<file path="config.mk">
export PLATFORM = sky130hd
export DESIGN_NAME = http_request_line_classifier_unit_flat
export DESIGN_NICKNAME = d
export VERILOG_FILES = /design/src/rtl/hrlc_pkg.sv /design/src/rtl/hrlc_in_if.sv /design/src/rtl/hrlc_out_if.sv /design/src/rtl/http_request_line_classifier_unit.sv /design/src/rtl/hrlc_in_stage.sv /design/src/rtl/hrlc_track.sv /design/src/rtl/hrlc_class.sv /design/src/flat_wrapper.sv
export SDC_FILE = /design/constraint.sdc
export NUM_CORES = 1
export LEC_CHECK = 0
export ABC_CLOCK_PERIOD_IN_PS = 5300
export BUFFER_PORTS_ARGS = -buffer_cell sky130_fd_sc_hd__buf_2
export CAP_MARGIN = 5
export CELL_PAD_IN_SITES_DETAIL_PLACEMENT = 1
export CELL_PAD_IN_SITES_GLOBAL_PLACEMENT = 1
export CORE_ASPECT_RATIO = 0.75
export CORE_UTILIZATION = 51
export DETAILED_ROUTE_END_ITERATION = 12
export PLACE_DENSITY_LB_ADDON = 0.1
export RECOVER_POWER = 25
export SYNTH_ARGS = -nofsm -noshare
export SYNTH_HDL_FRONTEND = slang
export SYNTH_HIERARCHICAL = 1
export SYNTH_SLANG_ARGS = --single-unit
</file>
<file path="constraint.sdc">
create_clock -name clk -period 5.3 [get_ports clk]
set_input_delay 0.53 -clock clk [delete_from_list [all_inputs] [get_ports clk]]
set_output_delay 0.53 -clock clk [all_outputs]
set_load 0.02 [all_outputs]
</file>
<file path="src/rtl/hrlc_pkg.sv">
// shared types, constants and lookup functions for the request line classifier
package hrlc_pkg;

  localparam int unsigned MIN_LINE_BYTES = 8;

  typedef enum logic [2:0] {
    CLASS_BAD                = 3'd0,
    CLASS_ROOT               = 3'd1,
    CLASS_HEALTH             = 3'd2,
    CLASS_NOT_FOUND          = 3'd3,
    CLASS_METHOD_NOT_ALLOWED = 3'd4,
    CLASS_TOO_LARGE          = 3'd5
  } request_class_t;

  typedef enum logic {
    REG_REQUEST_LIMIT = 1'b0,
    REG_LINE_LIMIT    = 1'b1
  } reg_index_t;

  localparam logic [15:0] REQUEST_LIMIT_RESET = 16'd512;
  localparam logic [7:0]  LINE_LIMIT_RESET    = 8'd128;

  localparam logic [7:0] CHAR_CR    = 8'h0d;
  localparam logic [7:0] CHAR_LF    = 8'h0a;
  localparam logic [7:0] CHAR_SPACE = 8'h20;
  localparam logic [7:0] CHAR_SLASH = 8'h2f;

  localparam logic [7:0]  MIN_LINE   = 8'(MIN_LINE_BYTES);
  localparam logic [7:0]  GET_LEN    = 8'd3;
  localparam logic [7:0]  ROOT_LEN   = 8'd1;
  localparam logic [7:0]  HEALTH_LEN = 8'd7;
  localparam logic [7:0]  COUNT_MAX  = 8'hff;
  localparam logic [15:0] POS_MAX    = 16'hffff;

  typedef struct packed {
    logic [7:0] data_byte;
    logic       final_byte;
  } beat_t;

  typedef struct packed {
    logic [15:0] byte_position;
    logic        line_ended;
    logic [7:0]  line_length;
    logic        method_space_seen;
    logic [7:0]  method_length;
    logic        get_prefix_match;
    logic        path_slash_ok;
    logic        path_end_seen;
    logic [7:0]  path_length;
    logic        health_match;
  } scan_t;

  localparam scan_t SCAN_RESET = '{
    byte_position:     16'd0,
    line_ended:        1'b0,
    line_length:       8'd0,
    method_space_seen: 1'b0,
    method_length:     8'd0,
    get_prefix_match:  1'b1,
    path_slash_ok:     1'b0,
    path_end_seen:     1'b0,
    path_length:       8'd0,
    health_match:      1'b1
  };

  function automatic logic [7:0] get_char(input logic [1:0] idx);
    logic [7:0] c;
    case (idx)
      2'd0:    c = 8'h47;
      2'd1:    c = 8'h45;
      default: c = 8'h54;
    endcase
    return c;
  endfunction

  function automatic logic [7:0] health_char(input logic [2:0] idx);
    logic [7:0] c;
    case (idx)
      3'd0:    c = 8'h2f;
      3'd1:    c = 8'h68;
      3'd2:    c = 8'h65;
      3'd3:    c = 8'h61;
      3'd4:    c = 8'h6c;
      3'd5:    c = 8'h74;
      default: c = 8'h68;
    endcase
    return c;
  endfunction

endpackage

</file>
<file path="src/rtl/hrlc_in_if.sv">
// byte channel into the classifier
interface hrlc_in_if;
  logic       valid;
  logic       ready;
  logic [7:0] data_byte;
  logic       final_byte;

  modport source (output valid, output data_byte, output final_byte, input ready);
  modport sink (input valid, input data_byte, input final_byte, output ready);
endinterface

</file>
<file path="src/rtl/hrlc_out_if.sv">
// class code channel out of the classifier
interface hrlc_out_if;
  logic       valid;
  logic       ready;
  logic [2:0] request_class;

  modport source (output valid, output request_class, input ready);
  modport sink (input valid, input request_class, output ready);
endinterface

</file>
<file path="src/rtl/http_request_line_classifier_unit.sv">
// top level of the http request line classifier
//
// request: one beat per byte of a received buffer, final_byte set on the last
// byte. verdict: one beat per buffer carrying request_class (0 bad, 1 root,
// 2 health, 3 not found, 4 method not allowed, 5 too large).
// config: cfg_write with cfg_index 0 sets the request limit (16 bit, reset 512),
// cfg_index 1 sets the line limit (low 8 bits of cfg_data, reset 128). write
// only while no buffer is in flight.
// throughput: one byte per cycle, except that a final byte waits in the input
// register while the verdict beat is stalled. the final byte's class is loaded
// into the result register, whose valid flag drives verdict.valid.
// reset returns the limits to 512 and 128 and clears the scan state and all
// valid flags.
// when verdict is stalled, the result register holds its beat; non-final bytes
// keep flowing through the scan, the next final byte parks in the input
// register and request.ready stays low until the verdict beat is taken.
module http_request_line_classifier_unit (
  input  logic       clk,
  input  logic       rst,
  hrlc_in_if.sink    request,
  hrlc_out_if.source verdict,
  input  logic       cfg_write,
  input  logic       cfg_index,
  input  logic [15:0] cfg_data
);

  logic [15:0] request_limit;
  logic [7:0]  line_limit;

  hrlc_pkg::beat_t          in_beat;
  hrlc_pkg::beat_t          held_beat;
  logic                     held_valid;
  logic                     advance;
  hrlc_pkg::scan_t          scan_next;
  hrlc_pkg::request_class_t class_next;
  logic                     out_valid;
  hrlc_pkg::request_class_t out_class;

  always_ff @(posedge clk) begin
    if (rst) begin
      request_limit <= hrlc_pkg::REQUEST_LIMIT_RESET;
      line_limit    <= hrlc_pkg::LINE_LIMIT_RESET;
    end else if (cfg_write) begin
      unique case (hrlc_pkg::reg_index_t'(cfg_index))
        hrlc_pkg::REG_REQUEST_LIMIT: request_limit <= cfg_data;
        hrlc_pkg::REG_LINE_LIMIT:    line_limit    <= cfg_data[7:0];
        default: ;
      endcase
    end
  end

  assign in_beat.data_byte  = request.data_byte;
  assign in_beat.final_byte = request.final_byte;

  assign advance = held_valid && (!held_beat.final_byte || !out_valid || verdict.ready);

  hrlc_in_stage u_in_stage (
    .clk        (clk),
    .rst        (rst),
    .in_valid   (request.valid),
    .in_beat    (in_beat),
    .in_ready   (request.ready),
    .advance    (advance),
    .held_valid (held_valid),
    .held_beat  (held_beat)
  );

  hrlc_track u_track (
    .clk        (clk),
    .rst        (rst),
    .advance    (advance),
    .beat       (held_beat),
    .line_limit (line_limit),
    .scan_next  (scan_next)
  );

  hrlc_class u_class (
    .scan          (scan_next),
    .request_limit (request_limit),
    .line_limit    (line_limit),
    .request_class (class_next)
  );

  // result register
  always_ff @(posedge clk) begin
    if (rst) begin
      out_valid <= 1'b0;
    end else if (advance && held_beat.final_byte) begin
      out_valid <= 1'b1;
    end else if (verdict.ready) begin
      out_valid <= 1'b0;
    end
  end

  always_ff @(posedge clk) begin
    if (advance && held_beat.final_byte) begin
      out_class <= class_next;
    end
  end

  assign verdict.valid         = out_valid;
  assign verdict.request_class = out_class;

endmodule

</file>
<file path="src/rtl/hrlc_in_stage.sv">
// input register for byte beats
module hrlc_in_stage (
  input  logic           clk,
  input  logic           rst,
  input  logic           in_valid,
  input  hrlc_pkg::beat_t in_beat,
  output logic           in_ready,
  input  logic           advance,
  output logic           held_valid,
  output hrlc_pkg::beat_t held_beat
);

  assign in_ready = !held_valid || advance;

  always_ff @(posedge clk) begin
    if (rst) begin
      held_valid <= 1'b0;
    end else if (in_ready) begin
      held_valid <= in_valid;
    end
  end

  always_ff @(posedge clk) begin
    if (in_ready && in_valid) begin
      held_beat <= in_beat;
    end
  end

endmodule

</file>
<file path="src/rtl/hrlc_track.sv">
// per-buffer scan state: counters and match flags updated once per byte
module hrlc_track (
  input  logic            clk,
  input  logic            rst,
  input  logic            advance,
  input  hrlc_pkg::beat_t beat,
  input  logic [7:0]      line_limit,
  output hrlc_pkg::scan_t scan_next
);

  hrlc_pkg::scan_t scan;

  always_comb begin
    logic [7:0] b;
    logic       in_line;
    b = beat.data_byte;
    in_line = !scan.line_ended && (scan.line_length < line_limit);
    scan_next = scan;
    if (scan.byte_position != hrlc_pkg::POS_MAX) begin
      scan_next.byte_position = scan.byte_position + 16'd1;
    end
    if (in_line) begin
      if (b == hrlc_pkg::CHAR_CR || b == hrlc_pkg::CHAR_LF) begin
        scan_next.line_ended = 1'b1;
      end else begin
        scan_next.line_length = scan.line_length + 8'd1;
        if (!scan.method_space_seen) begin
          if (b == hrlc_pkg::CHAR_SPACE) begin
            scan_next.method_space_seen = 1'b1;
          end else begin
            if (scan.method_length < hrlc_pkg::GET_LEN &&
                b != hrlc_pkg::get_char(scan.method_length[1:0])) begin
              scan_next.get_prefix_match = 1'b0;
            end
            if (scan.method_length != hrlc_pkg::COUNT_MAX) begin
              scan_next.method_length = scan.method_length + 8'd1;
            end
          end
        end else if (!scan.path_end_seen) begin
          if (scan.path_length == 8'd0) begin
            scan_next.path_slash_ok = (b == hrlc_pkg::CHAR_SLASH);
          end
          if (b == hrlc_pkg::CHAR_SPACE) begin
            scan_next.path_end_seen = 1'b1;
          end else begin
            if (scan.path_length < hrlc_pkg::HEALTH_LEN &&
                b != hrlc_pkg::health_char(scan.path_length[2:0])) begin
              scan_next.health_match = 1'b0;
            end
            if (scan.path_length != hrlc_pkg::COUNT_MAX) begin
              scan_next.path_length = scan.path_length + 8'd1;
            end
          end
        end
      end
    end
  end

  always_ff @(posedge clk) begin
    if (rst) begin
      scan <= hrlc_pkg::SCAN_RESET;
    end else if (advance) begin
      scan <= beat.final_byte ? hrlc_pkg::SCAN_RESET : scan_next;
    end
  end

endmodule

</file>
<file path="src/rtl/hrlc_class.sv">
// class decision from the scan state after the final byte
module hrlc_class (
  input  hrlc_pkg::scan_t        scan,
  input  logic [15:0]            request_limit,
  input  logic [7:0]             line_limit,
  output hrlc_pkg::request_class_t request_class
);

  always_comb begin
    if (scan.byte_position >= request_limit) begin
      request_class = hrlc_pkg::CLASS_TOO_LARGE;
    end else if (scan.line_length < hrlc_pkg::MIN_LINE || scan.line_length >= line_limit) begin
      request_class = hrlc_pkg::CLASS_BAD;
    end else if (!scan.method_space_seen || scan.method_length == 8'd0) begin
      request_class = hrlc_pkg::CLASS_BAD;
    end else if (scan.method_length != hrlc_pkg::GET_LEN || !scan.get_prefix_match) begin
      request_class = hrlc_pkg::CLASS_METHOD_NOT_ALLOWED;
    end else if (!scan.path_slash_ok || !scan.path_end_seen) begin
      request_class = hrlc_pkg::CLASS_BAD;
    end else if (scan.path_length == hrlc_pkg::ROOT_LEN) begin
      request_class = hrlc_pkg::CLASS_ROOT;
    end else if (scan.path_length == hrlc_pkg::HEALTH_LEN && scan.health_match) begin
      request_class = hrlc_pkg::CLASS_HEALTH;
    end else begin
      request_class = hrlc_pkg::CLASS_NOT_FOUND;
    end
  end

endmodule

</file>
<file path="src/flat_wrapper.sv">
// flat-port wrapper written by rule: the top's interface ports become plain ports
module http_request_line_classifier_unit_flat 
  (clk, rst, cfg_write, cfg_index, cfg_data, request_valid, request_data_byte, request_final_byte, request_ready, verdict_valid, verdict_request_class, verdict_ready);
  hrlc_in_if request_i ();
  hrlc_out_if verdict_i ();
  input  logic clk;
  input  logic rst;
  input  logic cfg_write;
  input  logic cfg_index;
  input  logic [15:0] cfg_data;
  input wire logic [$bits(request_i.valid)-1:0] request_valid;
  input wire logic [$bits(request_i.data_byte)-1:0] request_data_byte;
  input wire logic [$bits(request_i.final_byte)-1:0] request_final_byte;
  output wire logic [$bits(request_i.ready)-1:0] request_ready;
  output wire logic [$bits(verdict_i.valid)-1:0] verdict_valid;
  output wire logic [$bits(verdict_i.request_class)-1:0] verdict_request_class;
  input wire logic [$bits(verdict_i.ready)-1:0] verdict_ready;
  assign request_i.valid = request_valid;
  assign request_i.data_byte = request_data_byte;
  assign request_i.final_byte = request_final_byte;
  assign request_ready = request_i.ready;
  assign verdict_valid = verdict_i.valid;
  assign verdict_request_class = verdict_i.request_class;
  assign verdict_i.ready = verdict_ready;
  http_request_line_classifier_unit u_core (.clk(clk), .rst(rst), .request(request_i), .verdict(verdict_i), .cfg_write(cfg_write), .cfg_index(cfg_index), .cfg_data(cfg_data));
endmodule
</file>
==> metrics.md <==
| Metric | Value |
|---|---|
| # fillers | 1328 |
| Initial drt markers | 311 |
| Die H | 94.2 um |
| Total clock sinks | 84 |
| Final worst path period share | 0.767 |
| Yosys top cell by area | dfxtp_1 |
| Maxcap violations | 1 |
| Switch Pwr | 382 uW |
| Comb pwr share | 0.111 |
| Sequential share of power | 0.454 |
| Post-route antenna net violation count | 0 |
| Cell mode on critical path | nand2_1 |
| DR pass1 iterations | 5 |
| Starting density of the core | 0.526 |
| Synth unique cells | 71 |
| Post-synthesis register bit count | 84 |
| Leakage | 2.46 nW |
| Routed via count | 5197 |
| Final Hold Viols | 0 |
| Post-synth ARST share | 0 |
| CTS Root Cell | clkbuf_16 |
| Antenna violations before repair | 0 |
| Peak VDD IR | 191 uV |
| Post-synth EDFFs | 12 |
| # IOs | 36 |
| FMAX | 246 MHz |
| Worst-path clk slew | 0.06 ns |
| Setup crit end kind | flip-flop |
| Synthesized Nets | 757 |
| Synth warn | 6 |
| Die width | 125 um |
| # resized after CTS | 0 |
| Minimum clock period | 4.06 ns |
| Final WL | 16300 um |
| Synth top area share | 0.250 |
| Tot Pwr | 1.50 mW |
| Synth top area cells | dfxtp_1, ha_1, edfxtp_1, nand2b_1, nand2_1 |
| Slew headroom | -0.0194 |
| Non-Filler Instances | 849 |
| Final #Nets | 776 |
| RSZ-0062 raised after global routing | false |
| Most used DFF post-synth | dfxtp_1 |
| Hold buffer count at cts | 0 |
| Gr usage total | 0.288 |
| Startpoint types | flip-flop |
| Num CTS Buffers | 9 |
| Top cells by count, synth | dfxtp_1, nand2_1, inv_1, ha_1, nor2_1 |
| Placer Congestion | 0.874 |
| Layout cells sized above 1 | 0.127 |
| Clk pwr share | 0.436 |
| Pre-CTS WS | 1.33 ns |
| Register area | 1800 um^2 |
| Least-Margin Pin Slew | 1.53 ns |
| Mapped cell area | 5780 um^2 |
| First-pass GRT wire length | 26400 um |
| CP arrival | 4.24 ns |
| Vias in the first global route | 5229 |
| Crit path kind | flip-flop to flip-flop |
| Hold slack | 0.360 ns |
| H-tree levels | 3 |
| Worst-Skew Late Latency | 0.34 ns |
| Power Density | 238 nW/um^2 |
| Violated checks | max-capacitance violations, max-slew violations |
| Critical Path RT | 5.48 ns |
| Die area | 11800 um^2 |
| Vias per cell | 6.12 |
| Worst setup margin | 1.24 ns |
| # port buffers | 35 |
| DP Cell Count | 833 |
| Drt wl/cell | 19.2 um |
| Rows | 33 |
| Internal | 1.12 mW |
| Final Setup Violations | 0 |
| CP max stage delay | 0.65 ns |
| Max Root-Sink Buffers | 2 |
| Largest net degree at the start of global routing | 44 |
| Hpwl dp | 11800 um |
| Multi-input logic area | 3620 um^2 |
| Sum of negative setup slack | 0 ns |
| Total core area | 11000 um^2 |
| GRT Residual Overflow | 0 |
| Hold Crit Class | input port to flip-flop |
| Status | finished with violations |
| Final Max Tran Viols | 44 |
| Mean Syn Cell Area | 8.43 um^2 |
| Mapped Cells | 685 |
| Synth-to-Final Area Change | 9.16% |
| Number of inserted diodes | 0 |
| Net Sw Frac | 0.255 |
| CTS tree | yes |
| Post-CTS setup buffers | 0 |
| Most frequent cell after synthesis | dfxtp_1 |
| Worst path cell trace | inv_1 -> ha_1 -> a211oi_2 -> o21ai_1 -> a2111oi_4 -> buf_4 -> nand2_1 -> nor3_1 -> xor2_1 -> nor4_1 -> nand2_1 -> or3_4 -> o31ai_2 |
| Seq/Total Area, Yosys | 0.312 |
| Skew final | 0.00501 ns |
| # DRC | 0 |
| CP max FO | 22 |
| Critical path's slowest cell | a2111oi_4 |
[logic make-up after synthesis]
kind of cell	synth area share
simple gates	0.278
fa+ha+maj	0.0888
xor+xnor	0.0440
compound gates	0.171
buf+inv	0.0617
mux	0.0448
flops	0.312
[flip-flops by register name (all words and copies together) (netlist names)]
signal,flops
u_core/u_in_stage/held_beat,9
u_core/verdict.request_class,3
u_core/u_track/scan,46
u_core/u_in_stage/held_valid,1
u_core/request_limit,16
u_core/line_limit,8
u_core/verdict.valid,1
[through the flow]
stage               utilization  instance area (um^2)
floorplan                     -                  5780
global placement          0.547                  6010
detailed placement        0.547                  6010
CTS                       0.575                  6310
global route              0.574                  6300
finish                    0.574                  6300
[power by group through the flow]
stage	Clock [mW]	Combinational, mW	Sequential, mW
6_report	0.654	0.166	0.682
3_3_place_gp	0	0.156	0.694
2_1_floorplan	0	0.115	0.692
5_1_grt	0.693	0.181	0.684
3_5_place_dp	0	0.163	0.696
4_1_cts	0.669	0.166	0.682
[per-layer routing]
layer / GRT usage / vias up / share of wire / routed length, um
li1: - / 2486 / - / -
met1: 0.390 / 2534 / 0.49 / 8020
met2: 0.466 / 155 / 0.44 / 7220
met3: 0.0541 / 22 / 0.050 / 807
met4: 0.0874 / 0 / 0.015 / 248
met5: 0 / - / 0 / 0
[cell type report]
class,instances,area share
sequential,84,0.286
inverter,50,0.0298
multi-input combinational,517,0.574
clock inverter,4,0.00754
timing repair buffer,42,0.0347
tap,140,0.0278
clock buffer,12,0.0407
[placed cells by master (no fill, tap or decap), types with 5 or more instances in the layout]
cell type,instances
a21o_1,6
a21oi_1,33
a22o_1,6
a31oi_1,21
and2_1,6
and3_1,11
and4_1,5
buf_2,34
buf_4,5
clkbuf_16,9
dfxtp_1,72
edfxtp_1,12
ha_1,41
inv_1,50
mux2_2,7
mux2i_1,18
nand2_1,56
nand2b_1,39
nand3_1,22
nand3b_1,5
nand4_1,12
nand4bb_1,8
nor2_1,41
nor2b_1,9
nor3_1,15
nor4_1,7
o21ai_0,35
o21ai_1,12
or3_1,9
xnor2_1,20
xor2_1,9
[worst max-delay path: cells and delay by family, from the launching register on]
family	cells	cell delay [ns]
flops	1	0.36
buf+inv	2	0.45
fa+ha+maj	1	0.31
compound gates	4	1.29
xor+xnor	1	0.11
simple gates	5	1.35
[final timing paths]
kind,endpoint,slack [ns],cells after the start,start
min,u_core/u_in_stage/held_beat[2],0.36,1,request_data_byte[1]
max reg2reg,u_core/verdict.request_class[0],1.24,13,u_core/line_limit[2]
min reg2reg,u_core/request_limit[13],0.47,2,u_core/request_limit[13]
max,u_core/verdict.request_class[0],1.24,13,u_core/line_limit[2]
(Power assumes the default switching activity.)
